[config.mk]
export PLATFORM = sky130hd
export DESIGN_NAME = sqnlp_dly_ram
export DESIGN_NICKNAME = d
export VERILOG_FILES = /design/src/rtl/sqnlp_dly_ram.sv
export SDC_FILE = /design/constraint.sdc
export NUM_CORES = 2
export LEC_CHECK = 0
export BUFFER_PORTS_ARGS = -buffer_cell sky130_fd_sc_hd__clkbuf_2
export CORE_MARGIN = 3
export CORE_UTILIZATION = 47
export DETAILED_ROUTE_END_ITERATION = 8
export RECOVER_POWER = 100
export SETUP_SLACK_MARGIN = 0.02
export SYNTH_ARGS = -nofsm -noshare
export SYNTH_HDL_FRONTEND = slang
export SYNTH_SLANG_ARGS = --single-unit
export TNS_END_PERCENT = 100
[constraint.sdc]
create_clock -name i_clk -period 6.03 [get_ports i_clk]
set_input_delay 0.603 -clock i_clk [delete_from_list [all_inputs] [get_ports i_clk]]
set_output_delay 0.603 -clock i_clk [all_outputs]
set_load 0.005 [all_outputs]
[src/rtl/sqnlp_dly_ram.sv]
module sqnlp_dly_ram #(
    parameter int DEPTH = 48,
    parameter int WIDTH = 48
) (
    input  logic                     i_clk,
    input  logic                     i_we,
    input  logic [$clog2(DEPTH)-1:0] i_waddr,
    input  logic [WIDTH-1:0]         i_wdata,
    input  logic                     i_re,
    input  logic [$clog2(DEPTH)-1:0] i_raddr,
    output logic [WIDTH-1:0]         o_rdata
);

    logic [WIDTH-1:0] r_mem [0:DEPTH-1];
    logic [WIDTH-1:0] r_rdata;

    always_ff @(posedge i_clk) begin
        if (i_we) begin
            r_mem[i_waddr] <= i_wdata;
        end
    end

    always_ff @(posedge i_clk) begin
        if (i_re) begin
            r_rdata <= r_mem[i_raddr];
        end
    end

    assign o_rdata = r_rdata;

endmodule

======== Word level (Yosys, flattened, before mapping) ========
Memories as Yosys holds them, arrays and structs flattened. A register that Yosys moved wholly into a read port is not among the register bits.
Cells that the tools add are included.
W data, S select, Z words.
storage, ports and cells
  register bits ........................... 0
  memory bits (writable) .................. 2304
  input bits .............................. 63
  output and inout port bits .............. 48
  word-level logic and storage cells ...... 3
  memories kept ........................... 1
memory list
  memory  words  width  rd ports  clocked after Yosys merged registers in  write ports  line  text
  r_mem   48     48     1         1                                        1            14    logic [WIDTH-1:0] r_mem [0:DEPTH-1];
operators by class
  multiplexer cells ....................... 2
operators with widths
  kind     count
  $mux W1  2

======== Longest topological paths before layout ========
  depth in word-level cells ............... 2
  mapped depth ............................ 11
  gate-level depth less buffers ........... 5

======== Worst setup path before layout ========
Ideal clock, no wire load.
  path kind ............................... input to register
  start ................................... input i_waddr[1]
  end ..................................... memory r_mem[32][0], enable pin
  library setup time ...................... 0.513 ns
  arrival ................................. 4.375 ns
  required time ........................... 5.517 ns
  setup slack ............................. 1.143 ns
  stages on the path ...................... 4
  buffers on the path ..................... 1
  cells stage by stage .................... clkbuf_1 nor2_1 nand4b_1 nor3_1
RTL lines
  what                line  text
  start: declaration  7     input logic [$clog2(DEPTH)-1:0] i_waddr,
  end: declaration    14
No word-level cell before the write port.

======== Worst setup path after layout ========
  start ................................... input i_waddr[2]
  end ..................................... memory r_mem[36][23], enable pin
No word-level cell before the write port.

==> results.sh <==
export IMPL_route_vias_total=42030
export IMPL_drt_total_wl_um=233300
export IMPL_period_share_pct=72.00
export IMPL_whs_endpoint="o_rdata[2]"
export IMPL_cts_max_path_buffers=3
export IMPL_path_class="input port to register"
export IMPL_layout_drive_gt1_share_pct=24.20
export IMPL_synth_edff_count=2352
export IMPL_cts_resized=0
export IMPL_dp_hpwl_um=125800
export IMPL_yosys_top_cells_area="edfxtp_1, mux4_2, mux2i_1, o22ai_1, a21oi_1"
export IMPL_die_y_um=441.7
export IMPL_drt_iter0_markers=5077
export IMPL_worstReg2RegEnd="o_rdata[26]"
export IMPL_yosys_warnings=0
export IMPL_peakVddDrop_mv=0.3904
export IMPL_core_area_um2=188200
export IMPL_hold_viol=0
export IMPL_synth_seq_area_share_pct=79.18
export IMPL_min_period_ns=4.342
export IMPL_drv_slew=4051
export IMPL_fin_area_um2=99900
export IMPL_clock_sinks=2352
export IMPL_timing_rr_start="r_mem[36][26]"
export IMPL_grt_pass1_vias=43130
export IMPL_fin_skew_ns=0.02438
export IMPL_start_kind="input port"
export IMPL_multi_input_area_um2=17490
export IMPL_power_density_nw_per_um2=336.3
export IMPL_r2r_cells=4
export IMPL_required_ns=6.45
export IMPL_drtPass1Iterations=5
export IMPL_crit_slowest_cell="nor2_1"
export IMPL_ys_seq_elements=2352
export IMPL_seq_area_um2=70630
export IMPL_die_area_um2=195100
export IMPL_status="finished, violations left"
export IMPL_rrSetupSlack_ns=3.88
export IMPL_post_cts_buffers=0
export IMPL_postCtsHoldBufs=0
export IMPL_grt_overflow_total=0
export IMPL_endpoint_kind="register"
export IMPL_cts_root_buf="clkbuf_16"
export IMPL_wire_per_inst_um=34.56
export IMPL_nFillCells=14490
export IMPL_cts_tree="done"
export IMPL_critPathMaxFanout=15
export IMPL_synthesis_nets=3876
export IMPL_synth_area_um2=89200
export IMPL_grt_max_degree=101
export IMPL_yosysTopAreaCell="edfxtp_1"
export IMPL_hp_class="input port to register"
export IMPL_max_slew_margin_pct=-157.2
export IMPL_async_flop_share_pct=0
export IMPL_crit_chain="clkbuf_1, nand2b_1, nor2_1, clkbuf_1"
export IMPL_crit_buf_inv=2
export IMPL_power_mw=33.60
export IMPL_finalSetupViolCount=0
export IMPL_tns_ns=0
export IMPL_h_tree_depth=4
export IMPL_synth_ff_type="edfxtp_1"
export IMPL_ant_nets=0
export IMPL_drc=0
export IMPL_arrival_ns=4.77
export IMPL_syn_inst=3813
export IMPL_grt_pass1_wl_um=331100
export IMPL_rows=159
export IMPL_worstHoldPathCells=3
export IMPL_place_congestion=0.7813
export IMPL_violations="max-capacitance violations, max-slew violations"
export IMPL_initial_core_util_pct=47.40
export IMPL_io_buffers=110
export IMPL_clock_fmax_mhz=230.3
export IMPL_cts_made_buffers=227
export IMPL_grt_usage_pct=23.95
export IMPL_power_leakage_nw=30.92
export IMPL_worst_path_most_repeated_cell="clkbuf_1"
export IMPL_cp_slowest_stage_delay_ns=2.10
export IMPL_clkLatencyLatePin_ns=0.85
export IMPL_routed_via_density=6.225
export IMPL_rsz0062_at_grt="false"
export IMPL_drv_cap=123
export IMPL_clkTransAtPathRegs_ns=0.06
export IMPL_hold_start="i_raddr[5]"
export IMPL_ios=111
export IMPL_netlist_area_leader_share_pct=79.18
export IMPL_die_w_um=441.7
export IMPL_fin_nets=4124
export IMPL_synth_cell_types=33
export IMPL_antenna_found_initial=13
export IMPL_path_delay_family="simple AND/OR/NAND/NOR gates"
export IMPL_worstMarginPinSlew_ns=3.857
export IMPL_syn_area_per_cell_um2=23.39
export IMPL_place_area_um2=93280
export IMPL_area_growth_pct=11.99
## sequential cells by signal, summed over array words and instances (netlist names)
signal / cells
o_rdata: 48
r_mem: 2304
## cell usage after synthesis (33+ instances only)
cell and count:
a21oi_1 83, mux2i_1 169, mux4_2 557, edfxtp_1 2352, clkbuf_1 95, o21ai_1 37
buf_4 45, o21ai_0 33, o22ai_1 99, nand2_1 37, nor2_1 63, buf_2 34
## worst max-delay path by stage
stage	from	depth (start not counted)	to	slack (ns)
after floorplan	i_waddr[1]	4	r_mem[32][0]	1.14
after global placement	i_raddr[5]	7	o_rdata[26]	2.44
after detailed placement	i_raddr[0]	7	o_rdata[32]	2.44
after CTS	i_raddr[0]	7	o_rdata[32]	3.37
after global routing	i_waddr[2]	4	r_mem[36][39]	1.67
final	i_waddr[2]	4	r_mem[36][23]	1.69
## metal layers
metal,GRT usage [%],wire [um],share of wire (%)
met3,4.122,16880,7.2
met2,38.90,115400,49
met5,0,55,0.024
met4,7.103,6579,2.8
met1,33.65,94460,40
## layout by cell type, fill, tap and decap left out, drive strengths merged, types with 3 or more instances in the layout
| master | instances |
|---|---|
| bufinv | 21 |
| diode | 5 |
| nor2b | 13 |
| nand2b | 8 |
| clkinv | 102 |
| nand2 | 37 |
| or3 | 8 |
| edfxtp | 2352 |
| nand4 | 8 |
| o21ai | 70 |
| nand3 | 9 |
| mux2i | 169 |
| o221a | 23 |
| mux2 | 31 |
| inv | 7 |
| buf | 67 |
| nor2 | 63 |
| a21oi | 83 |
| nor3 | 9 |
| o22ai | 99 |
| a2111oi | 3 |
| a211oi | 4 |
| clkinvlp | 3 |
| o221ai | 29 |
| or4 | 14 |
| mux4 | 557 |
| clkbuf | 452 |
## through the flow
stage	hold WS, ns	setup WS (ns)	utilization, %	std cells
after floorplan	0.7019	1.143	-	3813
after global placement	0.7789	2.443	49.56	6327
after detailed placement	0.7908	2.439	49.56	6327
after CTS	0.1827	3.368	53.41	6747
after global routing	0.4578	1.672	53.08	6750
final	0.5339	1.688	53.08	6752
## report_power, final
| group | internal (mW) | switching [mW] | total [mW] |
|---|---|---|---|
| Combinational | 0.554 | 0.906 | 1.46 |
| Sequential | 18.2 | 0.0650 | 18.2 |
| Clock | 7.94 | 5.96 | 13.9 |
| Total | 26.7 | 6.93 | 33.6 |
## worst register-to-register path, delay by kind of cell (launching register included)
kind	cells	cell delay [ns]
muxes	2	0.96
AOI/OAI and AO/OA	2	0.51
DFF	1	0.39
## logic make-up (layout without fill, tap and decap cells)
group	Yosys count	after routing	synth area share, %
DFF	2352	2352	79.18
buffers and inverters	213	652	1.285
muxes	757	757	16.35
AOI/OAI and AO/OA	316	316	2.237
and+or+nand+nor	175	175	0.9496
other	0	5	0
## area by class of cell
| type | count | area share (%) |
|---|---|---|
| flip-flops and latches | 2352 | 70.70 |
| multi-input cells | 1248 | 17.51 |
| clock buffers | 288 | 6.043 |
| well taps | 2495 | 3.125 |
| repair buffers | 231 | 1.408 |
| clock inverters | 132 | 1.201 |
| diodes | 5 | 0.01252 |
| inverters | 1 | 0.006262 |
(Power assumes the default switching activity.)
