==> src/rtl/sqnlp_pkg.sv <==
package sqnlp_pkg;

    localparam int SAMPLE_W = 16;
    localparam int DATA_W   = 48;
    localparam int COEFF_W  = 16;
    localparam int SQ_W     = 31;
    localparam int TAP_W    = 18;
    localparam int PROD_W   = DATA_W + TAP_W;
    localparam int ACC_W    = PROD_W + 1;
    localparam int ROM_TAPS = 48;

    localparam logic [COEFF_W-1:0] NOTCH_COEFF_RST = 16'd62259;

    localparam logic signed [ACC_W-1:0] SAT_HI = 67'sh0_7FFF_FFFF_FFFF;
    localparam logic signed [ACC_W-1:0] SAT_LO = -67'sh0_8000_0000_0000;

    // symmetric 600 Hz low-pass taps, signed Q0.17
    localparam logic signed [TAP_W-1:0] LP_TAPS [0:ROM_TAPS-1] = '{
        -18'sd142,   -18'sd144,   -18'sd122,   -18'sd55,
         18'sd72,     18'sd263,    18'sd486,    18'sd674,
         18'sd733,    18'sd564,    18'sd105,   -18'sd632,
        -18'sd1534,  -18'sd2385,  -18'sd2892,  -18'sd2742,
        -18'sd1679,   18'sd422,    18'sd3498,   18'sd7277,
         18'sd11312,  18'sd15047,  18'sd17923,  18'sd19487,
         18'sd19487,  18'sd17923,  18'sd15047,  18'sd11312,
         18'sd7277,   18'sd3498,   18'sd422,   -18'sd1679,
        -18'sd2742,  -18'sd2892,  -18'sd2385,  -18'sd1534,
        -18'sd632,    18'sd105,    18'sd564,    18'sd733,
         18'sd674,    18'sd486,    18'sd263,    18'sd72,
        -18'sd55,    -18'sd122,   -18'sd144,   -18'sd142
    };

    typedef enum logic [2:0] {
        ST_IDLE,
        ST_SQUARE,
        ST_FEEDBACK,
        ST_NOTCH,
        ST_WRITE,
        ST_TAPS,
        ST_DRAIN,
        ST_ROUND
    } t_state;

    typedef enum logic [1:0] {
        MUL_SQUARE,
        MUL_FEEDBACK,
        MUL_TAP
    } t_mul_sel;

    typedef struct packed {
        logic     mul_en;
        t_mul_sel mul_sel;
        logic     acc_clr;
        logic     acc_en;
        logic     x_load;
        logic     notch_upd;
        logic     mem_we;
        logic     mem_re;
        logic     out_load;
    } t_ctrl;

    function automatic logic signed [DATA_W-1:0] sat48(input logic signed [ACC_W-1:0] v);
        logic signed [DATA_W-1:0] r;
        begin
            if (v > SAT_HI) begin
                r = SAT_HI[DATA_W-1:0];
            end else if (v < SAT_LO) begin
                r = SAT_LO[DATA_W-1:0];
            end else begin
                r = v[DATA_W-1:0];
            end
            return r;
        end
    endfunction

    // taps past the end of the table read as zero
    function automatic logic signed [TAP_W-1:0] tap_coeff(input logic [7:0] idx);
        logic signed [TAP_W-1:0] c;
        begin
            c = '0;
            if (idx < 8'(ROM_TAPS)) begin
                c = LP_TAPS[idx[5:0]];
            end
            return c;
        end
    endfunction

endpackage

==> src/rtl/sqnlp_mac.sv <==
module sqnlp_mac (
    input  logic                                 i_clk,
    input  sqnlp_pkg::t_ctrl                     i_ctrl,
    input  logic signed [sqnlp_pkg::DATA_W-1:0]  i_a,
    input  logic signed [sqnlp_pkg::TAP_W-1:0]   i_b,
    output logic signed [sqnlp_pkg::PROD_W-1:0]  o_prod,
    output logic signed [sqnlp_pkg::ACC_W-1:0]   o_acc
);

    logic signed [sqnlp_pkg::PROD_W-1:0] r_prod;
    logic signed [sqnlp_pkg::PROD_W-1:0] n_prod;
    logic signed [sqnlp_pkg::ACC_W-1:0]  r_acc;

    assign n_prod = i_a * i_b;

    // product register splits the multiplier from the accumulator add
    always_ff @(posedge i_clk) begin
        if (i_ctrl.mul_en) begin
            r_prod <= n_prod;
        end
    end

    always_ff @(posedge i_clk) begin
        if (i_ctrl.acc_clr) begin
            r_acc <= '0;
        end else if (i_ctrl.acc_en) begin
            r_acc <= r_acc + {r_prod[sqnlp_pkg::PROD_W-1], r_prod};
        end
    end

    assign o_prod = r_prod;
    assign o_acc  = r_acc;

endmodule

==> config.mk <==
export PLATFORM = sky130hd
export DESIGN_NAME = sqnlp_mac
export DESIGN_NICKNAME = d
export VERILOG_FILES = /design/src/rtl/sqnlp_pkg.sv /design/src/rtl/sqnlp_mac.sv
export SDC_FILE = /design/constraint.sdc
export NUM_CORES = 2
export LEC_CHECK = 0
export BUFFER_PORTS_ARGS = -buffer_cell sky130_fd_sc_hd__buf_2
export CAP_MARGIN = 30
export CORE_UTILIZATION = 40
export CTS_CLUSTER_DIAMETER = 80
export DETAILED_ROUTE_END_ITERATION = 16
export MAX_ROUTING_LAYER = met4
export PLACE_DENSITY_LB_ADDON = 0.2
export SLEW_MARGIN = 0
export SYNTH_ARGS = -nofsm -noshare
export SYNTH_HDL_FRONTEND = slang
export SYNTH_SLANG_ARGS = --single-unit
==> constraint.sdc <==
create_clock -name i_clk -period 9.8 [get_ports i_clk]
set_input_delay 0.98 -clock i_clk [delete_from_list [all_inputs] [get_ports i_clk]]
set_output_delay 0.98 -clock i_clk [all_outputs]
set_load 0.005 [all_outputs]
After elaboration in Yosys (flattened, before gate mapping)
Index checks and enable logic that the tools add are counted.

operators by class
  add/sub/neg operators = 1
  multipliers = 1

operators with widths
  operator          number
  $add A67 B67 Y67  1
  $mul A48 B18 Y66  1

storage, ports and cells
  register bits = 133
  word-level logic and storage cells = 4
  bits of input ports = 77
  output and inout port bits = 133

Depth between registers and ports, before layout
  depth after elaboration = 1
  mapped depth = 27
  depth with buffers taken out = 25

Least setup slack after synthesis
No wires, ideal clock.

  kind = input to register
  start = input i_a[24] (netlist name)
  end = register r_prod, in the netlist o_prod[64] (data pin)
  path slack = 2.317 ns
  required time = 9.538 ns
  path buffers = 3
  data arrival time = 7.221 ns
  stages on the path = 25
  library setup time = 0.262 ns
  path through = clkbuf_1 > clkbuf_1 > nand2_1 > fa_1 > fa_1 > fa_1 > inv_1 > fa_1 > fa_1 > inv_1 > fa_1 > inv_1 > ha_1 > clkbuf_1 > a21oi_1 > o21bai_1 > o41ai_1 > o211ai_1 > a221oi_1 > o21ai_0 > a31oi_1 > o21ai_1 > a41oi_1 > o21ai_1 > xor2_1

on the way
  longest elaborated chain between the ends = 1

RTL lines
  item                        line             RTL
  from (decl)                 sqnlp_mac.sv:4   input logic signed [sqnlp_pkg::DATA_W-1:0] i_a,
  $mul A48 B18 Y66            sqnlp_mac.sv:14  assign n_prod = i_a * i_b;
  named net n_prod (one bit)  sqnlp_mac.sv:11  logic signed [sqnlp_pkg::PROD_W-1:0] n_prod;
  to (signal assigned)        sqnlp_mac.sv:19  r_prod <= n_prod;
  to (decl)                   sqnlp_mac.sv:10  logic signed [sqnlp_pkg::PROD_W-1:0] r_prod;

The timed path passes the listed nets, and every way through them passes these cells.
A chain may end at the register's enable or synchronous reset.

Worst setup path in the final report
  start = input i_b[3] (netlist name)
  end = register r_prod, in the netlist o_prod[64] (data pin)

on the way
  longest elaborated chain between the ends = 1

RTL lines
  item                        line             RTL
  from (decl)                 sqnlp_mac.sv:5   input logic signed [sqnlp_pkg::TAP_W-1:0] i_b,
  $mul A48 B18 Y66            sqnlp_mac.sv:14
  named net n_prod (one bit)  sqnlp_mac.sv:11

The timed path passes the listed nets, and every way through them passes these cells.

==> flow_metrics.tcl <==
set metrics [dict create \
    synthFlopType "dfxtp_1" \
    drt_iter0_drc 1742 \
    antenna_found_initial 5 \
    end_kind "flip-flop" \
    setup.worst_path.start_class "input pin" \
    die_y_um 305 \
    slew_viol_final 0 \
    synth_edf_count 66 \
    dieArea_um2 93200 \
    period_needed_ns 8.36 \
    cts_tree "built" \
    yosys_warnings 0 \
    r2r_cells 12 \
    postCtsHoldBufs 0 \
    grt_pass1_vias 29300 \
    finalSetupTns_ns 0 \
    final_cells 5434 \
    globalplace.congestion 0.924 \
    path_class "in -> reg" \
    htreeDepth 4 \
    fin_util 0.434 \
    die_w_um 305 \
    via_count 27700 \
    synth.net_count 5328 \
    avgSynthCellArea_um2 8.71 \
    areaGrowthSynthToFinish_pct 6.79 \
    cts_sinks 133 \
    fmax_mhz 120 \
    finalSetupViolCount 0 \
    io_pins 210 \
    relSlewSlack 0.411 \
    grt_pass1_wl_um 165000 \
    grt_overflow 0 \
    holdCritPathClass "reg -> reg" \
    nets 5346 \
    hold_violations 0 \
    hpwl_um 83900 \
    hold_ws_ns 0.484 \
    drcViolationCount 0 \
    clk_pin_slew_ns 0.07 \
    core_area_um2 90600 \
    grt_max_degree 67 \
    grt_usage 0.233 \
    cts_setup_buffers 0 \
    ys_async_sr_fraction 0 \
    required_ns 9.99 \
    arrival_ns 8.54 \
    row_count 110 \
    yosys_register_bits 133 \
    drv_cap 0 \
    port_buffers 202 \
    cts_buffers 17 \
    wl_um 103000 \
    syn_area_um2 36800 \
    min_period_over_period 0.853 \
    viasPerCell 5.10 \
    first_pass_iters 6 \
    ant_nets 0 \
    routedWlPerCell_um 19.0 \
    cts_max_path_buffers 2 \
    fin_skew_ns 0.0147 \
    insertion_delay_ns 0.44 \
    drive_gt1_frac 0.0682 \
    root_buffer "clkbuf_16" \
    path_max_fanout 23 \
    ys_seq_area_frac 0.0904 \
    hold_depth 2 \
    netlist_instances 4222 \
    yosysUniqueCellTypes 73 \
    cts_resized 0 \
    place_inst 5397 \
    tightest_slew_ns 0.883 \
    start_util 0.406 \
    grt_setup_unrepaired "no" \
    status "complete, no violations" \
]
## synth_stat cells, types with 8 or more instances
cell type / instances / area [um^2]
inv_1: 967 / 3630
fa_1: 810 / 16200
nand2_1: 690 / 2590
and2_1: 238 / 1490
clkbuf_1: 232 / 871
ha_1: 219 / 2740
nor2_1: 142 / 533
a21oi_1: 139 / 696
o21ai_0: 87 / 435
xnor2_1: 78 / 683
dfxtp_1: 67 / 1340
edfxtp_1: 66 / 1980
a21o_1: 61 / 458
xor2_1: 47 / 412
nand4_1: 46 / 288
mux2i_1: 39 / 390
nand3_1: 34 / 170
o21bai_1: 25 / 188
a31oi_1: 21 / 131
nand2b_1: 21 / 131
nor3_1: 17 / 85.1
a211oi_1: 15 / 113
and3_1: 13 / 81.3
nor2b_1: 11 / 68.8
o211ai_1: 11 / 82.6
o21a_1: 10 / 75.1
nor4_1: 8 / 50.1
## kinds of logic after synthesis
logic type | after synthesis | synth area share
flip-flops | 133 | 0.0904
buffers and inverters | 1214 | 0.124
adder cells (fa/ha/maj) | 1029 | 0.515
multiplexers | 39 | 0.0106
AO/OA/AOI/OAI | 437 | 0.0747
XOR/XNOR | 125 | 0.0298
AND/OR/NAND/NOR | 1245 | 0.155
## through the flow
stage	worst slack, ns	instance area, um^2
after detailed placement	1.03	38600
final	1.44	39300
after global routing	1.07	39300
after floorplan	2.32	36800
after global placement	1.01	38600
after CTS	1.48	39300
## worst max-delay path: stages
cell     delay (ns)
buf_2          0.51
nand2_1        0.17
fa_1           0.54
fa_1           0.63
fa_1           0.47
fa_1           0.54
inv_1          0.06
fa_1           0.48
inv_1          0.05
fa_1           0.47
inv_1          0.04
ha_1           0.36
a21oi_1        0.22
o21ai_0        0.11
a21oi_1        0.31
o21ai_0        0.25
a31oi_1        0.62
o21ai_0        0.36
a31oi_1        0.44
o21ai_1        0.23
a41oi_1        0.41
o21ai_1        0.11
xor2_1         0.15
## layout by cell type, fill, tap and decap left out, drive strengths merged, types with 17 or more instances in the layout
master	count
nand4	46
a31oi	21
edfxtp	66
clkbuf	18
dfxtp	67
a21oi	140
nand2b	21
nor2	142
xor2	47
o21ai	94
and2	238
nand3	34
inv	975
buf	245
o21bai	25
nor3	17
ha	219
a21o	61
nand2	691
xnor2	78
fa	810
mux2i	39
## sequential cells by signal, summed over array words and instances (netlist names)
name    cells
o_prod     66
o_acc      67
## metal layers
metal  track usage  wire length, um  part of all wire
met2         0.360            46100              0.45
met3        0.0361             6650             0.064
met4        0.0425             1640             0.016
met1         0.327            48800              0.47
met5             -                0                 0
## path summary, 6_finish.rpt
check | start | end | slack [ns]
setup reg to reg | o_prod[4] | o_acc[61] | 5.65
hold reg to reg | o_acc[61] | o_acc[61] | 0.48
setup / recovery | i_b[3] | o_prod[64] | 1.44
hold / removal | o_acc[61] | o_acc[61] | 0.48
## area by class of cell
| type | count | area, um^2 |
|---|---|---|
| fill | 9114 | 51300 |
| multi-input combinational | 2875 | 28900 |
| inverter | 968 | 3630 |
| sequential | 133 | 3320 |
| tap | 1176 | 1470 |
| timing repair buffer | 245 | 1330 |
| clock buffer | 18 | 429 |
| clock inverter | 14 | 186 |
| antenna | 5 | 12.5 |
Power is not shown: default switching activity piles up to over one toggle a cycle in this logic, so the estimate is an artifact.
