**src/rtl/sqnlp_pkg.sv**
```systemverilog
package sqnlp_pkg;

    localparam int SAMPLE_W = 16;
    localparam int DATA_W   = 48;
    localparam int COEFF_W  = 16;
    localparam int SQ_W     = 31;
    localparam int TAP_W    = 18;
    localparam int PROD_W   = DATA_W + TAP_W;
    localparam int ACC_W    = PROD_W + 1;
    localparam int ROM_TAPS = 48;

    localparam logic [COEFF_W-1:0] NOTCH_COEFF_RST = 16'd62259;

    localparam logic signed [ACC_W-1:0] SAT_HI = 67'sh0_7FFF_FFFF_FFFF;
    localparam logic signed [ACC_W-1:0] SAT_LO = -67'sh0_8000_0000_0000;

    // symmetric 600 Hz low-pass taps, signed Q0.17
    localparam logic signed [TAP_W-1:0] LP_TAPS [0:ROM_TAPS-1] = '{
        -18'sd142,   -18'sd144,   -18'sd122,   -18'sd55,
         18'sd72,     18'sd263,    18'sd486,    18'sd674,
         18'sd733,    18'sd564,    18'sd105,   -18'sd632,
        -18'sd1534,  -18'sd2385,  -18'sd2892,  -18'sd2742,
        -18'sd1679,   18'sd422,    18'sd3498,   18'sd7277,
         18'sd11312,  18'sd15047,  18'sd17923,  18'sd19487,
         18'sd19487,  18'sd17923,  18'sd15047,  18'sd11312,
         18'sd7277,   18'sd3498,   18'sd422,   -18'sd1679,
        -18'sd2742,  -18'sd2892,  -18'sd2385,  -18'sd1534,
        -18'sd632,    18'sd105,    18'sd564,    18'sd733,
         18'sd674,    18'sd486,    18'sd263,    18'sd72,
        -18'sd55,    -18'sd122,   -18'sd144,   -18'sd142
    };

    typedef enum logic [2:0] {
        ST_IDLE,
        ST_SQUARE,
        ST_FEEDBACK,
        ST_NOTCH,
        ST_WRITE,
        ST_TAPS,
        ST_DRAIN,
        ST_ROUND
    } t_state;

    typedef enum logic [1:0] {
        MUL_SQUARE,
        MUL_FEEDBACK,
        MUL_TAP
    } t_mul_sel;

    typedef struct packed {
        logic     mul_en;
        t_mul_sel mul_sel;
        logic     acc_clr;
        logic     acc_en;
        logic     x_load;
        logic     notch_upd;
        logic     mem_we;
        logic     mem_re;
        logic     out_load;
    } t_ctrl;

    function automatic logic signed [DATA_W-1:0] sat48(input logic signed [ACC_W-1:0] v);
        logic signed [DATA_W-1:0] r;
        begin
            if (v > SAT_HI) begin
                r = SAT_HI[DATA_W-1:0];
            end else if (v < SAT_LO) begin
                r = SAT_LO[DATA_W-1:0];
            end else begin
                r = v[DATA_W-1:0];
            end
            return r;
        end
    endfunction

    // taps past the end of the table read as zero
    function automatic logic signed [TAP_W-1:0] tap_coeff(input logic [7:0] idx);
        logic signed [TAP_W-1:0] c;
        begin
            c = '0;
            if (idx < 8'(ROM_TAPS)) begin
                c = LP_TAPS[idx[5:0]];
            end
            return c;
        end
    endfunction

endpackage

```
**src/rtl/sqnlp_seq.sv**
```systemverilog
module sqnlp_seq #(
    parameter int TAP_COUNT = 48
) (
    input  logic                                i_clk,
    input  logic                                i_rst_n,
    input  logic                                i_in_valid,
    input  logic                                i_out_busy,
    output logic                                o_in_ready,
    output sqnlp_pkg::t_ctrl                    o_ctrl,
    output logic [$clog2(TAP_COUNT)-1:0]        o_wr_addr,
    output logic [$clog2(TAP_COUNT)-1:0]        o_rd_addr,
    output logic signed [sqnlp_pkg::TAP_W-1:0]  o_tap,
    output logic                                o_tap_live
);

    localparam int AW = $clog2(TAP_COUNT);
    localparam int CW = $clog2(TAP_COUNT + 1);

    sqnlp_pkg::t_state r_state;
    sqnlp_pkg::t_state n_state;

    logic [AW-1:0] r_wptr;
    logic [AW-1:0] r_rptr;
    logic [AW-1:0] r_tap_idx;
    logic [CW-1:0] r_fill;
    logic          r_p1;
    logic          r_p2;
    logic          r_tap_live;
    logic signed [sqnlp_pkg::TAP_W-1:0] r_tap;

    logic [AW-1:0] wptr_inc;
    logic [AW-1:0] rptr_inc;
    logic          last_tap;
    logic          tap_live;

    assign wptr_inc = (r_wptr == AW'(TAP_COUNT - 1)) ? '0 : r_wptr + AW'(1);
    assign rptr_inc = (r_rptr == AW'(TAP_COUNT - 1)) ? '0 : r_rptr + AW'(1);
    assign last_tap = (r_tap_idx == AW'(TAP_COUNT - 1));
    // a tap holds a real sample once enough samples have been written
    assign tap_live = ({1'b0, CW'(r_tap_idx)} + {1'b0, r_fill}) >= (CW + 1)'(TAP_COUNT);

    always_comb begin
        n_state = r_state;
        unique case (r_state)
            sqnlp_pkg::ST_IDLE: begin
                if (i_in_valid) n_state = sqnlp_pkg::ST_SQUARE;
            end
            sqnlp_pkg::ST_SQUARE:   n_state = sqnlp_pkg::ST_FEEDBACK;
            sqnlp_pkg::ST_FEEDBACK: n_state = sqnlp_pkg::ST_NOTCH;
            sqnlp_pkg::ST_NOTCH:    n_state = sqnlp_pkg::ST_WRITE;
            sqnlp_pkg::ST_WRITE:    n_state = sqnlp_pkg::ST_TAPS;
            sqnlp_pkg::ST_TAPS: begin
                if (last_tap) n_state = sqnlp_pkg::ST_DRAIN;
            end
            sqnlp_pkg::ST_DRAIN: begin
                if (!r_p1) n_state = sqnlp_pkg::ST_ROUND;
            end
            sqnlp_pkg::ST_ROUND: begin
                if (!i_out_busy) n_state = sqnlp_pkg::ST_IDLE;
            end
            default: n_state = sqnlp_pkg::ST_IDLE;
        endcase
    end

    always_comb begin
        o_ctrl         = '0;
        o_ctrl.mul_sel = sqnlp_pkg::MUL_TAP;
        o_ctrl.mul_en  = r_p1;
        o_ctrl.acc_en  = r_p2;
        o_in_ready     = 1'b0;
        unique case (r_state)
            sqnlp_pkg::ST_IDLE: begin
                o_in_ready = 1'b1;
            end
            sqnlp_pkg::ST_SQUARE: begin
                o_ctrl.mul_en  = 1'b1;
                o_ctrl.mul_sel = sqnlp_pkg::MUL_SQUARE;
            end
            sqnlp_pkg::ST_FEEDBACK: begin
                o_ctrl.mul_en  = 1'b1;
                o_ctrl.mul_sel = sqnlp_pkg::MUL_FEEDBACK;
                o_ctrl.x_load  = 1'b1;
            end
            sqnlp_pkg::ST_NOTCH: begin
                o_ctrl.notch_upd = 1'b1;
            end
            sqnlp_pkg::ST_WRITE: begin
                o_ctrl.mem_we  = 1'b1;
                o_ctrl.acc_clr = 1'b1;
            end
            sqnlp_pkg::ST_TAPS: begin
                o_ctrl.mem_re = 1'b1;
            end
            sqnlp_pkg::ST_DRAIN: begin
            end
            sqnlp_pkg::ST_ROUND: begin
                o_ctrl.out_load = !i_out_busy;
            end
            default: begin
            end
        endcase
    end

    always_ff @(posedge i_clk) begin
        if (!i_rst_n) begin
            r_state    <= sqnlp_pkg::ST_IDLE;
            r_wptr     <= '0;
            r_rptr     <= '0;
            r_tap_idx  <= '0;
            r_fill     <= '0;
            r_p1       <= 1'b0;
            r_p2       <= 1'b0;
            r_tap_live <= 1'b0;
        end else begin
            r_state <= n_state;
            r_p1    <= o_ctrl.mem_re;
            r_p2    <= r_p1;
            if (o_ctrl.mem_we) begin
                r_wptr    <= wptr_inc;
                r_rptr    <= wptr_inc;
                r_tap_idx <= '0;
                if (r_fill != CW'(TAP_COUNT)) begin
                    r_fill <= r_fill + CW'(1);
                end
            end
            if (o_ctrl.mem_re) begin
                r_rptr     <= rptr_inc;
                r_tap_idx  <= r_tap_idx + AW'(1);
                r_tap_live <= tap_live;
            end
        end
    end

    always_ff @(posedge i_clk) begin
        if (o_ctrl.mem_re) begin
            r_tap <= sqnlp_pkg::tap_coeff(8'(r_tap_idx));
        end
    end

    assign o_wr_addr  = r_wptr;
    assign o_rd_addr  = r_rptr;
    assign o_tap      = r_tap;
    assign o_tap_live = r_tap_live;

    a_no_rw_clash: assert property (@(posedge i_clk) disable iff (!i_rst_n)
        !(o_ctrl.mem_we && o_ctrl.mem_re))
        else $error("delay line written and read in the same cycle");

    a_fill_bound: assert property (@(posedge i_clk) disable iff (!i_rst_n)
        r_fill <= CW'(TAP_COUNT))
        else $error("fill count past tap count");

    a_acc_after_mul: assert property (@(posedge i_clk) disable iff (!i_rst_n)
        o_ctrl.acc_en |-> $past(o_ctrl.mul_en))
        else $error("accumulate without a product");

    a_taps_start: assert property (@(posedge i_clk) disable iff (!i_rst_n)
        (r_state == sqnlp_pkg::ST_TAPS && $past(r_state) == sqnlp_pkg::ST_WRITE)
        |-> (r_tap_idx == '0 && r_rptr == r_wptr))
        else $error("tap walk does not start at the oldest entry");

endmodule

```
**config.mk**
```make
export PLATFORM = sky130hd
export DESIGN_NAME = sqnlp_seq
export DESIGN_NICKNAME = d
export VERILOG_FILES = /design/src/rtl/sqnlp_pkg.sv /design/src/rtl/sqnlp_seq.sv
export SDC_FILE = /design/constraint.sdc
export NUM_CORES = 1
export LEC_CHECK = 0
export ABC_AREA = 1
export ABC_CLOCK_PERIOD_IN_PS = 3220
export BUFFER_PORTS_ARGS = -buffer_cell sky130_fd_sc_hd__buf_2
export CAP_MARGIN = 20
export CORE_ASPECT_RATIO = 1.5
export CORE_UTILIZATION = 60
export DETAILED_ROUTE_END_ITERATION = 16
export PLACE_DENSITY = 0.83
export SYNTH_ARGS = -nofsm -noshare
export SYNTH_HDL_FRONTEND = slang
export SYNTH_SLANG_ARGS = --single-unit
export TNS_END_PERCENT = 50
```
**constraint.sdc**
```tcl
create_clock -name i_clk -period 3.22 [get_ports i_clk]
set_input_delay 0.805 -clock i_clk [delete_from_list [all_inputs] [get_ports i_clk]]
set_output_delay 0.805 -clock i_clk [all_outputs]
set_load 0.03 [all_outputs]
```
Yosys cells after proc, flatten, opt, wreduce, memory -nomap -nowiden
Memories as Yosys holds them, arrays and structs flattened. A register that Yosys moved wholly into a read port is not among the register bits.
Cells that the tools add are included.
W data, S select, Z words.
- add/sub/neg operators: 5
- multipliers: 0
- div/mod/pow operators: 0
- order comparisons: 2
- equality and inequality tests: 15
- shift operators: 0
- mux-type cells: 18
- bitwise gates (word level): 1
- reductions and logical operators: 6
- operators by type and width (cell ; number):
    $mux W6 ; 6
    $add A6 B1 Y6 const B ; 4
    $pmux W3 S8 ; 1
    $eq A6 B6 Y1 const B ; 3
    $eq A3 B3 Y1 const B ; 4
    $mux W3 ; 4
    $ne A2 B2 Y1 const B ; 4
    $add A6 B6 Y7 ; 1
    $ge A7 B6 Y1 const B ; 1
    $not A6 Y7 ; 1
    $eq A3 B2 Y1 const B ; 2
    $lt A6 B6 Y1 const B ; 1
    $mux W1 ; 6
    $ne A6 B6 Y1 const B ; 1
    $pmux W3 S2 ; 1
    $reduce_and A4 Y1 ; 1
    $eq A3 B1 Y1 const B ; 1
    $logic_not A3 Y1 ; 1
    $logic_not A1 Y1 ; 2
    $reduce_and A2 Y1 ; 1
    $reduce_bool A2 Y1 ; 1
- flip-flop bits (word level): 30
- bits in latches: 0
- memory bits (writable): 0
- memory bits (read-only): 1152
- input port bits: 4
- output and inout port bits: 42
- logic and storage cells: 56
- memories: 1
- memories (memory ; words ; bits a word ; read ports ; clocked after memory_dff ; write ports ; line ; RTL):
    (no name shown) ; 64 ; 18 ; 1 ; 1 ; 0 ; sqnlp_pkg.sv:82 ; c = LP_TAPS[idx[5:0]];

Longest topological paths before layout
Gate-level depths: netlist (run 1).
- depth after elaboration: 4
- depth in mapped cells: 11
- gate-level depth less buffers: 10

Worst setup path after synthesis (run 1)
OpenSTA, ideal clock, no wires.
- path kind: in2out
- from: input port i_out_busy
- to: output port o_ctrl[0] in the netlist's numbering
- data arrival time: 1.501 ns
- data required time: 2.415 ns
- setup slack: 0.914 ns
- stages: 1
- buffers on the path: 0
- cells stage by stage: nor3_1
- word-level cells in the longest chain between the ends: 2
- ends and longest elaborated chain (what ; line ; RTL):
    start, declared ; sqnlp_seq.sv:7 ; input logic i_out_busy,
    $logic_not A1 Y1 ; sqnlp_seq.sv:97 ; o_ctrl.out_load = !i_out_busy;
    $mux W1 ; sqnlp_seq.sv:71 ; unique case (r_state)
    end, declared ; sqnlp_seq.sv:9 ; output sqnlp_pkg::t_ctrl o_ctrl,
No other way between the ends.

==> out/summary.txt, run 1 <==
Tcrit/Tclk final: 70.53%
CTS tree: done
Die Area: 0.005866 mm^2
Final Max Slew Viols: 0
Crit path time final: 2271 ps
WP data required: 2410 ps
Yosys cell types: 42
Total chip power: 1.293 mW
Drt first pass iters: 5
RSZ-0062 raised after global routing: false
CTS Buf Count: 5
Port bufs: 45
Post-route setup TNS: 0 ps
DP HPWL: 6425 um
Setup bufs post-CTS: 0
CP Data Arrival Time: 1470 ps
Setup crit end kind: primary output
Run status: completed
Count of final setup violators: 0
Ys flop type: dfxtp_1
First-pass GRT wire length: 14510 um
CTS H-Tree Depth: 2
Initial DRC count: 305
Post-CTS Resized: 0
Hold WS: 455.1 ps
Cell area after layout: 0.003627 mm^2
Clk sinks: 46
Cell Area, Synth: 0.003334 mm^2
Worst IR drop on VDD: 0.3316 mV
Final ANT Viol Nets: 0
Internal reg-to-reg setup slack: 1020 ps
Syn-to-layout area delta: 8.781%
Grt total ovfl: 0
CTS Buffer Depth: 2
Die Ht: 93.30 um
Post-synthesis sequential area ratio: 32.42%
FILL cells: 474
Largest net degree at the start of global routing: 28
Warnings from Yosys: 0
Layout cell share with drive strength beyond 1: 13.85%
Initial antenna violation count: 0
Gate Count Post-Synth: 484
# rows: 32
Clk Latency, worst-skew pair: 300 ps
Fin nets: 547
P_leak: 1.746 nW
Core area: 0.005245 mm^2
Fin. Hold Viols: 0
Synth Register Bits: 46
RD Place Congestion: 1.007
Routed len/inst: 14.72 um
Worst Skew: 11.77 ps
PwrDens: 356.4 mW/mm^2
GR Util met1: 33.33%
Met3 Resource Use GR: 3.659%
Critical Path, Cell by Cell: nand2_1 -> inv_1 -> nor2_1 -> nand2_1 -> nand2_1 -> buf_2
Die W: 62.87 um
EDFF count, synth: 16
Max Freq: 0.4403 GHz
Number of global-route vias before repair: 3205
DRT Wirelength: 8658 um
DR vias: 3367
Remaining DRCs: 0
Setup CP Type: reg -> out
Slowest CP cell: dfxtp_1
Mean Syn Cell Area: 6.889 um^2
Worst path max stage delay: 510 ps
Top Usage Layer GRT: met2
Register area: 0.001081 mm^2
All-layer global routing usage: 31.21%
Hold WC Path Type: reg -> reg
CP Launch Type: flip-flop
CTS Hold Bufs: 0
Area post-placement: 0.003542 mm^2
Async S/R FF share, synth: 0%
Worst slew margin: 63.42%
I/O pin count: 46
Area occupied by multi-input gates: 0.001897 mm^2
Slew at the pin with the worst max-slew slack: 548.0 ps
Critical path's most frequent cell: nand2_1
Worst-path clk slew: 90 ps
Crit-path max FO: 7
Root Driver: clkbuf_8
Via-per-instance ratio: 5.726
N_diodes: 0
Synthesized Nets: 512
Initial Util: 63.57%
Max_cap viols: 0
Met2 GRT Util: 58.42%
-- metrics by stage --
stage | util (%) | worst slack, ps | instances
after detailed placement | 67.53 | 1074 | 580
after global routing | 69.16 | 833.4 | 588
after floorplan | - | 914.0 | 484
after global placement | 67.53 | 1134 | 580
after CTS | 69.16 | 966.4 | 588
final | 69.16 | 948.8 | 588
-- final cells by class --
type                    instances  area share, %
clock buffers                   5          1.897
multi-input cells             361          52.29
well taps                      68          2.346
inverters                      55          5.968
flip-flops and latches         46          29.80
clock inverters                 3         0.4484
repair buffers                 50          7.244
-- power breakdown --
group	switching, mW	total, mW	internal (mW)
registers	0.0331	0.656	0.623
logic	0.211	0.289	0.0783
clock network	0.198	0.347	0.149
-- registers in the layout, summed over array words and instances, names as in the netlist --
name,cells
r_p1,1
r_p2,1
o_rd_addr,6
o_tap,16
r_state,3
r_fill,6
r_tap_idx,6
o_tap_live,1
o_wr_addr,6
-- critical path, delay by kind of cell (launching register included) --
kind	cells	cell delay, ps
buf+inv	2	290
simple gates	4	360
flops	1	510
-- path summary, 6_finish.rpt --
path | from | to | cells past startpoint
setup / recovery | r_state[0] | o_ctrl[9] | 6
hold / removal | r_p1 | r_p2 | 2
hold reg to reg | r_p1 | r_p2 | 2
setup reg to reg | r_tap_idx[1] | o_tap[4] | 9
-- placed cells by master, fill, tap and decap left out, types with 2 or more instances in the layout --
master / netlist / final
a21oi_1: 30 / 30
a32o_1: 2 / 2
buf_2: 5 / 45
buf_4: 9 / 5
clkbuf_8: 1 / 5
clkinv_1: 2 / 4
dfxtp_1: 30 / 30
edfxtp_1: 16 / 16
ha_1: 23 / 23
inv_1: 48 / 48
inv_2: 2 / 2
inv_4: 2 / 2
nand2_1: 139 / 139
nand2_4: 3 / 3
nand3_1: 36 / 36
nand4_1: 4 / 4
nor2_1: 40 / 40
nor3_1: 6 / 6
o211ai_1: 7 / 7
o21ai_0: 44 / 44
o21ai_1: 4 / 4
o31ai_1: 2 / 2
xnor2_1: 2 / 2
xor2_1: 4 / 4
-- logic make-up (layout without fill, tap and decap cells) --
logic type	count (synthesis)	in the layout	share of synthesized area, %
compound gates	95	95	15.72
flops	46	46	32.42
simple gates	236	236	30.36
buf+inv	77	113	10.69
fa+ha+maj	24	24	9.231
xor+xnor	6	6	1.576
-- cell usage after synthesis (2+ instances only) --
cell type    n  area [um^2]
nand4_1      4        25.02
nand2_4      3        33.78
ha_1        23        287.8
a32o_1       2        20.02
clkinv_1     2        7.510
xor2_1       4        35.03
buf_2        5        25.02
nand3_1     36        180.2
o21ai_0     44        220.2
nor2_1      40        150.1
o211ai_1     7        52.55
o31ai_1      2        15.01
inv_1       48        180.2
xnor2_1      2        17.52
clkbuf_1     6        22.52
nand2_1    139        521.8
nor3_1       6        30.03
edfxtp_1    16        480.5
inv_2        2        7.510
dfxtp_1     30        600.6
o21ai_1      4        20.02
inv_4        2        12.51
buf_4        9        67.56
a21oi_1     30        150.1
-- per-layer routing --
layer / routed length, um / up-vias
met2: 4422 / 153
met4: 397 / 0
met5: 0 / -
met3: 446 / 38
met1: 3391 / 1517
li1: - / 1659
Power figures use the tool's default switching activity.
==> run 2: changes to the inputs <==
--- a/config.mk
+++ b/config.mk
@@ -6,13 +6,13 @@
 export NUM_CORES = 1
 export LEC_CHECK = 0
 export ABC_AREA = 1
-export ABC_CLOCK_PERIOD_IN_PS = 3220
+export ABC_CLOCK_PERIOD_IN_PS = 1950
 export BUFFER_PORTS_ARGS = -buffer_cell sky130_fd_sc_hd__buf_2
 export CAP_MARGIN = 20
 export CORE_ASPECT_RATIO = 1.5
-export CORE_UTILIZATION = 60
+export CORE_UTILIZATION = 53
 export DETAILED_ROUTE_END_ITERATION = 16
-export PLACE_DENSITY = 0.83
+export PLACE_DENSITY = 0.77
 export SYNTH_ARGS = -nofsm -noshare
 export SYNTH_HDL_FRONTEND = slang
 export SYNTH_SLANG_ARGS = --single-unit
==> constraint.sdc (replaced) <==
create_clock -name i_clk -period 1.95 [get_ports i_clk]
set_input_delay 0.4875 -clock i_clk [delete_from_list [all_inputs] [get_ports i_clk]]
set_output_delay 0.4875 -clock i_clk [all_outputs]
set_load 0.03 [all_outputs]
==> out/summary.txt, run 2 (synthesis results as in run 1) <==
PwrDens: 568.7 mW/mm^2 (was 356.4 mW/mm^2)
CTS Buf Count: 5 (unchanged)
Initial antenna violation count: 0 (unchanged)
Routed len/inst: 15.23 um (was 14.72 um)
Drt first pass iters: 5 (unchanged)
Core area: 0.006087 mm^2 (was 0.005245 mm^2)
Fin nets: 568 (was 547)
First-pass GRT wire length: 15240 um (was 14510 um)
Tcrit/Tclk final: 95.47%
Clk sinks: 46 (unchanged)
WP data required: 2010 ps (was 2410 ps)
CTS tree: done (unchanged)
P_leak: 1.853 nW (was 1.746 nW)
Setup crit end kind: flip-flop (was primary output)
Post-route setup TNS: 0 ps (unchanged)
Count of final setup violators: 0 (unchanged)
Die W: 66.77 um (was 62.87 um)
Final ANT Viol Nets: 0 (unchanged)
Crit path time final: 1862 ps
Max Freq: 0.5371 GHz
Setup CP Type: reg -> reg (was reg -> out)
Via-per-instance ratio: 5.696 (was 5.726)
Commonest non-fill, non-tap cell in the layout: nand2_1 (unchanged)
Non-filler cells, final: 615 (was 588)
Die Area: 0.006619 mm^2 (was 0.005866 mm^2)
DRT Wirelength: 9365 um (was 8658 um)
Initial DRC count: 308 (was 305)
Port bufs: 45 (unchanged)
DP HPWL: 7238 um (was 6425 um)
Number of global-route vias before repair: 3325 (was 3205)
CP Data Arrival Time: 1920 ps (was 1470 ps)
Area post-placement: 0.003712 mm^2 (was 0.003542 mm^2)
Slew at the pin with the worst max-slew slack: 544.5 ps (was 548.0 ps)
Final Max Slew Viols: 0 (unchanged)
Hold WC Path Type: reg -> reg (unchanged)
Hold WS: 462.0 ps (was 455.1 ps)
Max FFs per register: 16 (unchanged)
All-layer global routing usage: 30.42% (was 31.21%)
Cells after DPL: 607 (was 580)
Remaining DRCs: 0 (unchanged)
Layout cell share with drive strength beyond 1: 18.11% (was 13.85%)
Worst Skew: 7.735 ps (was 11.77 ps)
Crit-path max FO: 7 (unchanged)
Initial Util: 54.78% (was 63.57%)
Fin. Hold Viols: 0 (unchanged)
I/O pin count: 46 (unchanged)
# rows: 35 (was 32)
DR vias: 3503 (was 3367)
Grt total ovfl: 0 (unchanged)
Run status: completed (unchanged)
CP Launch Type: flip-flop (unchanged)
Die Ht: 99.15 um (was 93.30 um)
Post-route worst setup slack: 88.32 ps (was 948.8 ps)
CTS H-Tree Depth: 2 (unchanged)
Worst slew margin: 63.66% (was 63.42%)
Max_cap viols: 0 (unchanged)
Worst-path clk slew: 90 ps (about the same)
Syn-to-layout area delta: 14.07% (was 8.781%)
Cell area after layout: 0.003804 mm^2 (was 0.003627 mm^2)
RD Place Congestion: 0.9744 (was 1.007)
RSZ-0062 raised after global routing: false (unchanged)
N_diodes: 0 (unchanged)
Worst IR drop on VDD: 0.5867 mV (was 0.3316 mV)
CTS Buffer Depth: 2 (unchanged)
Clk Latency, worst-skew pair: 310 ps (was 300 ps)
Largest net degree at the start of global routing: 27 (was 28)
Commonest non-fill, non-tap cells in the layout: nand2_1, inv_1, buf_2, o21ai_0, nor2_1 (unchanged)
Setup bufs post-CTS: 0 (unchanged)
Pre-CTS WS: 45.38 ps (was 1074 ps)
Root Driver: clkbuf_8 (unchanged)
[run 2: cell count changes in the layout (fill, tap and decap cells not counted), moves of 2 or more]
cell	delta
clkinv_1	-2
dfxtp_1	-2
dfxtp_2	+2
buf_4	+21
[run 2: metal layers]
layer  GRT usage [%]  share of wire [%]  vias up
met5               0                  0        -
met4           22.09                6.2        0
met3           4.702                5.3       46
met2           54.62                 53      156
met1           30.43                 35     1598
li1                -                  -     1703
[run 2: path summary, 6_finish.rpt]
check	startpoint	endpoint	slack (ps)	cells after the start
worst max-delay path	r_tap_idx[0]	o_tap[7]	90	8
worst min-delay path	r_p1	r_p2	460	2
worst max register to register	r_tap_idx[0]	o_tap[7]	90	8
worst min register to register	r_p1	r_p2	460	2
[run 2: final cells by class]
cell class	instances	area, um^2
fillers	578	2283
clock buffers	6	72.57
well taps	74	92.59
inverters	55	216.5
flip-flops and latches	46	1084
repair buffers	71	420.4
clock inverters	2	13.76
multi-input cells	361	1904
[run 2: worst max-delay path: stages, from the launching register on]
cell and delay, ps:
dfxtp_1 420, inv_1 120, ha_2 350, nor2_1 170
inv_1 100, nand3_1 70, o21ai_0 140, o21ai_1 160
nand2_1 90
[run 2: what timing repair did]
item                                    CTS  global route
gates resized for setup                   0             4
hold buffers                              0             0
endpoints found under the setup margin    0             7
[run 2: report_power, final]
part | leakage, nW | internal [mW] | switching, mW | total, mW
sequential | 0.403 | 1.03 | 0.0532 | 1.08
clock | 0.0452 | 0.254 | 0.338 | 0.591
combinational | 1.41 | 0.139 | 0.349 | 0.488
[run 2: metrics by stage]
stage / utilization [%] / power, mW
after floorplan: - / 1.480
after global placement: 60.99 / 1.587
after detailed placement: 60.99 / 1.594
after CTS: 62.40 / 2.180
after global routing: 62.49 / 2.257
final: 62.49 / 2.163
==> run 3: changes to the inputs <==
--- a/config.mk
+++ b/config.mk
@@ -11,6 +11,7 @@
 export CAP_MARGIN = 20
 export CORE_ASPECT_RATIO = 1.5
 export CORE_UTILIZATION = 53
+export CTS_BUF_LIST = sky130_fd_sc_hd__clkbuf_8 sky130_fd_sc_hd__clkbuf_16
 export DETAILED_ROUTE_END_ITERATION = 16
 export PLACE_DENSITY = 0.77
 export SYNTH_ARGS = -nofsm -noshare
==> out/summary.txt, run 3 (synthesis results as in run 1) <==
Commonest non-fill, non-tap cell in the layout: nand2_1 (unchanged)
Port bufs: 45 (unchanged)
Die W: 66.77 um (unchanged)
First-pass GRT wire length: 15240 um (unchanged)
Max_cap viols: 0 (unchanged)
Via-per-instance ratio: 5.704 (was 5.696)
Max FFs per register: 16 (unchanged)
Switching share of power: 34.30% (was 34.19%)
Critical Path, Cell by Cell: inv_1 -> ha_2 -> nor2_1 -> inv_1 -> nand3_1 -> o21ai_0 -> o21ai_1 -> nand2_1 (unchanged)
Initial Util: 54.78% (unchanged)
Grt total ovfl: 0 (unchanged)
CTS Buf Count: 5 (unchanged)
Psw: 0.7403 mW (was 0.7396 mW)
CP Launch Type: flip-flop (unchanged)
WP data required: 2010 ps (about the same)
Initial DRC count: 308 (unchanged)
Drt first pass iters: 5 (unchanged)
Final ANT Viol Nets: 0 (unchanged)
Worst IR drop on VDD: 0.5739 mV (was 0.5867 mV)
Worst-path clk slew: 90 ps (about the same)
Tcrit/Tclk final: 95.49% (was 95.47%)
Crit-path max FO: 7 (unchanged)
Setup CP Type: reg -> reg (unchanged)
I/O pin count: 46 (unchanged)
CTS H-Tree Depth: 2 (unchanged)
DR vias: 3508 (was 3503)
Die Ht: 99.15 um (unchanged)
Fin nets: 568 (unchanged)
Remaining DRCs: 0 (unchanged)
DP HPWL: 7238 um (unchanged)
Largest net degree at the start of global routing: 27 (unchanged)
Slew at the pin with the worst max-slew slack: 544.9 ps (was 544.5 ps)
Hold WC Path Type: reg -> reg (unchanged)
Final Max Slew Viols: 0 (unchanged)
# rows: 35 (unchanged)
PwrDens: 567.5 mW/mm^2 (was 568.7 mW/mm^2)
Layout cell share with drive strength beyond 1: 18.11% (unchanged)
Sequential share of power: 50.2% (was 50.1%)
Core area: 0.006087 mm^2 (unchanged)
Combinational Power Share: 22.6% (about the same)
Worst Skew: 7.758 ps (was 7.735 ps)
RSZ-0062 raised after global routing: false (unchanged)
Number of global-route vias before repair: 3325 (unchanged)
Clk sinks: 46 (unchanged)
N_diodes: 0 (unchanged)
Routed len/inst: 15.24 um (was 15.23 um)
Syn-to-layout area delta: 14.07% (unchanged)
P_leak: 1.857 nW (was 1.853 nW)
Setup bufs post-CTS: 0 (unchanged)
Clk Latency, worst-skew pair: 310 ps (about the same)
Crit path time final: 1862 ps (about the same)
Worst slew margin: 63.63% (was 63.66%)
Fin. Hold Viols: 0 (unchanged)
Count of final setup violators: 0 (unchanged)
Root Driver: clkbuf_8 (unchanged)
Die Area: 0.006619 mm^2 (unchanged)
Run status: completed (unchanged)
Layout Utilization: 62.49% (unchanged)
All-layer global routing usage: 30.42% (unchanged)
Commonest non-fill, non-tap cells in the layout: nand2_1, inv_1, buf_2, o21ai_0, nor2_1 (unchanged)
CP Data Arrival Time: 1920 ps (about the same)
WP buf/inv: 2 (unchanged)
Max Freq: 0.5370 GHz (was 0.5371 GHz)
Initial antenna violation count: 0 (unchanged)
Critical path's most frequent cell: inv_1 (unchanged)
CTS Buffer Depth: 2 (unchanged)
Worst path max stage delay: 420 ps (about the same)
RD Place Congestion: 0.9744 (unchanged)
Int Power: 1.418 mW (was 1.424 mW)
CP top delay family: flip-flops (unchanged)
Post-route setup TNS: 0 ps (unchanged)
Clk pwr share: 27.2% (was 27.3%)
CTS tree: done (unchanged)
Setup crit end kind: flip-flop (unchanged)
DRT Wirelength: 9374 um (was 9365 um)
Slowest CP cell: dfxtp_1 (unchanged)
## run 3: cell count changes in the layout (fill, tap and decap cells not counted), sizes merged
cell	before	now
inv	53	54
clkbuf	6	5
## run 3: power groups by stage
stage / Clock [mW] / Combinational, mW / Sequential [mW]
final: 0.587 / 0.488 / 1.08
after global routing: 0.629 / 0.530 / 1.09
after CTS: 0.603 / 0.490 / 1.08
after detailed placement: 0 / 0.489 / 1.10
after global placement: 0 / 0.483 / 1.10
after floorplan: 0 / 0.353 / 1.13
## run 3: per-stage QoR
| stage | power, mW | instance area [um^2] | cells | setup WS [ps] | hold WS, ps |
|---|---|---|---|---|---|
| 2_1_floorplan | 1.480 | 3339 | 484 | 122.1 | 420.0 |
| 3_3_place_gp | 1.587 | 3712 | 607 | 53.91 | 456.0 |
| 3_5_place_dp | 1.594 | 3712 | 607 | 45.38 | 451.6 |
| 4_1_cts | 2.175 | 3799 | 615 | 13.52 | 457.5 |
| 5_1_grt | 2.252 | 3804 | 615 | 21.80 | 487.0 |
| 6_report | 2.159 | 3804 | 615 | 87.88 | 462.0 |
## run 3: worst min-delay path, cell delays in order, from the launching register on
cell     delay, ps
dfxtp_1        330
nand2_1         60
inv_1           30
## run 3: cell type report
class	instances	area, um^2
inverter	55	216.5
clock inverter	3	17.52
timing repair buffer	71	420.4
multi-input combinational	361	1904
clock buffer	5	68.82
sequential	46	1084
fill	578	2283
tap	74	92.59
## run 3: layer usage
layer | wire length [um] | vias to the layer above | GRT usage, %
met5 | 0 | - | 0
met4 | 576 | 0 | 22.09
met3 | 499 | 46 | 4.702
met2 | 4981 | 158 | 54.62
met1 | 3318 | 1601 | 30.43
li1 | - | 1703 | -
## run 3: timing repair
action                                  4_1_cts  5_1_grt
hold endpoints to repair                      0        0
hold buffers                                  0        0
resized for setup                             0        4
endpoints found under the setup margin        0        7
## run 3: path summary, 6_finish.rpt
path                                    from        to  slack (ps)  cells past startpoint
worst min register to register          r_p1      r_p2         460                      2
worst max-delay path            r_tap_idx[0]  o_tap[7]          90                      8
worst min-delay path                    r_p1      r_p2         460                      2
worst max register to register  r_tap_idx[0]  o_tap[7]          90                      8
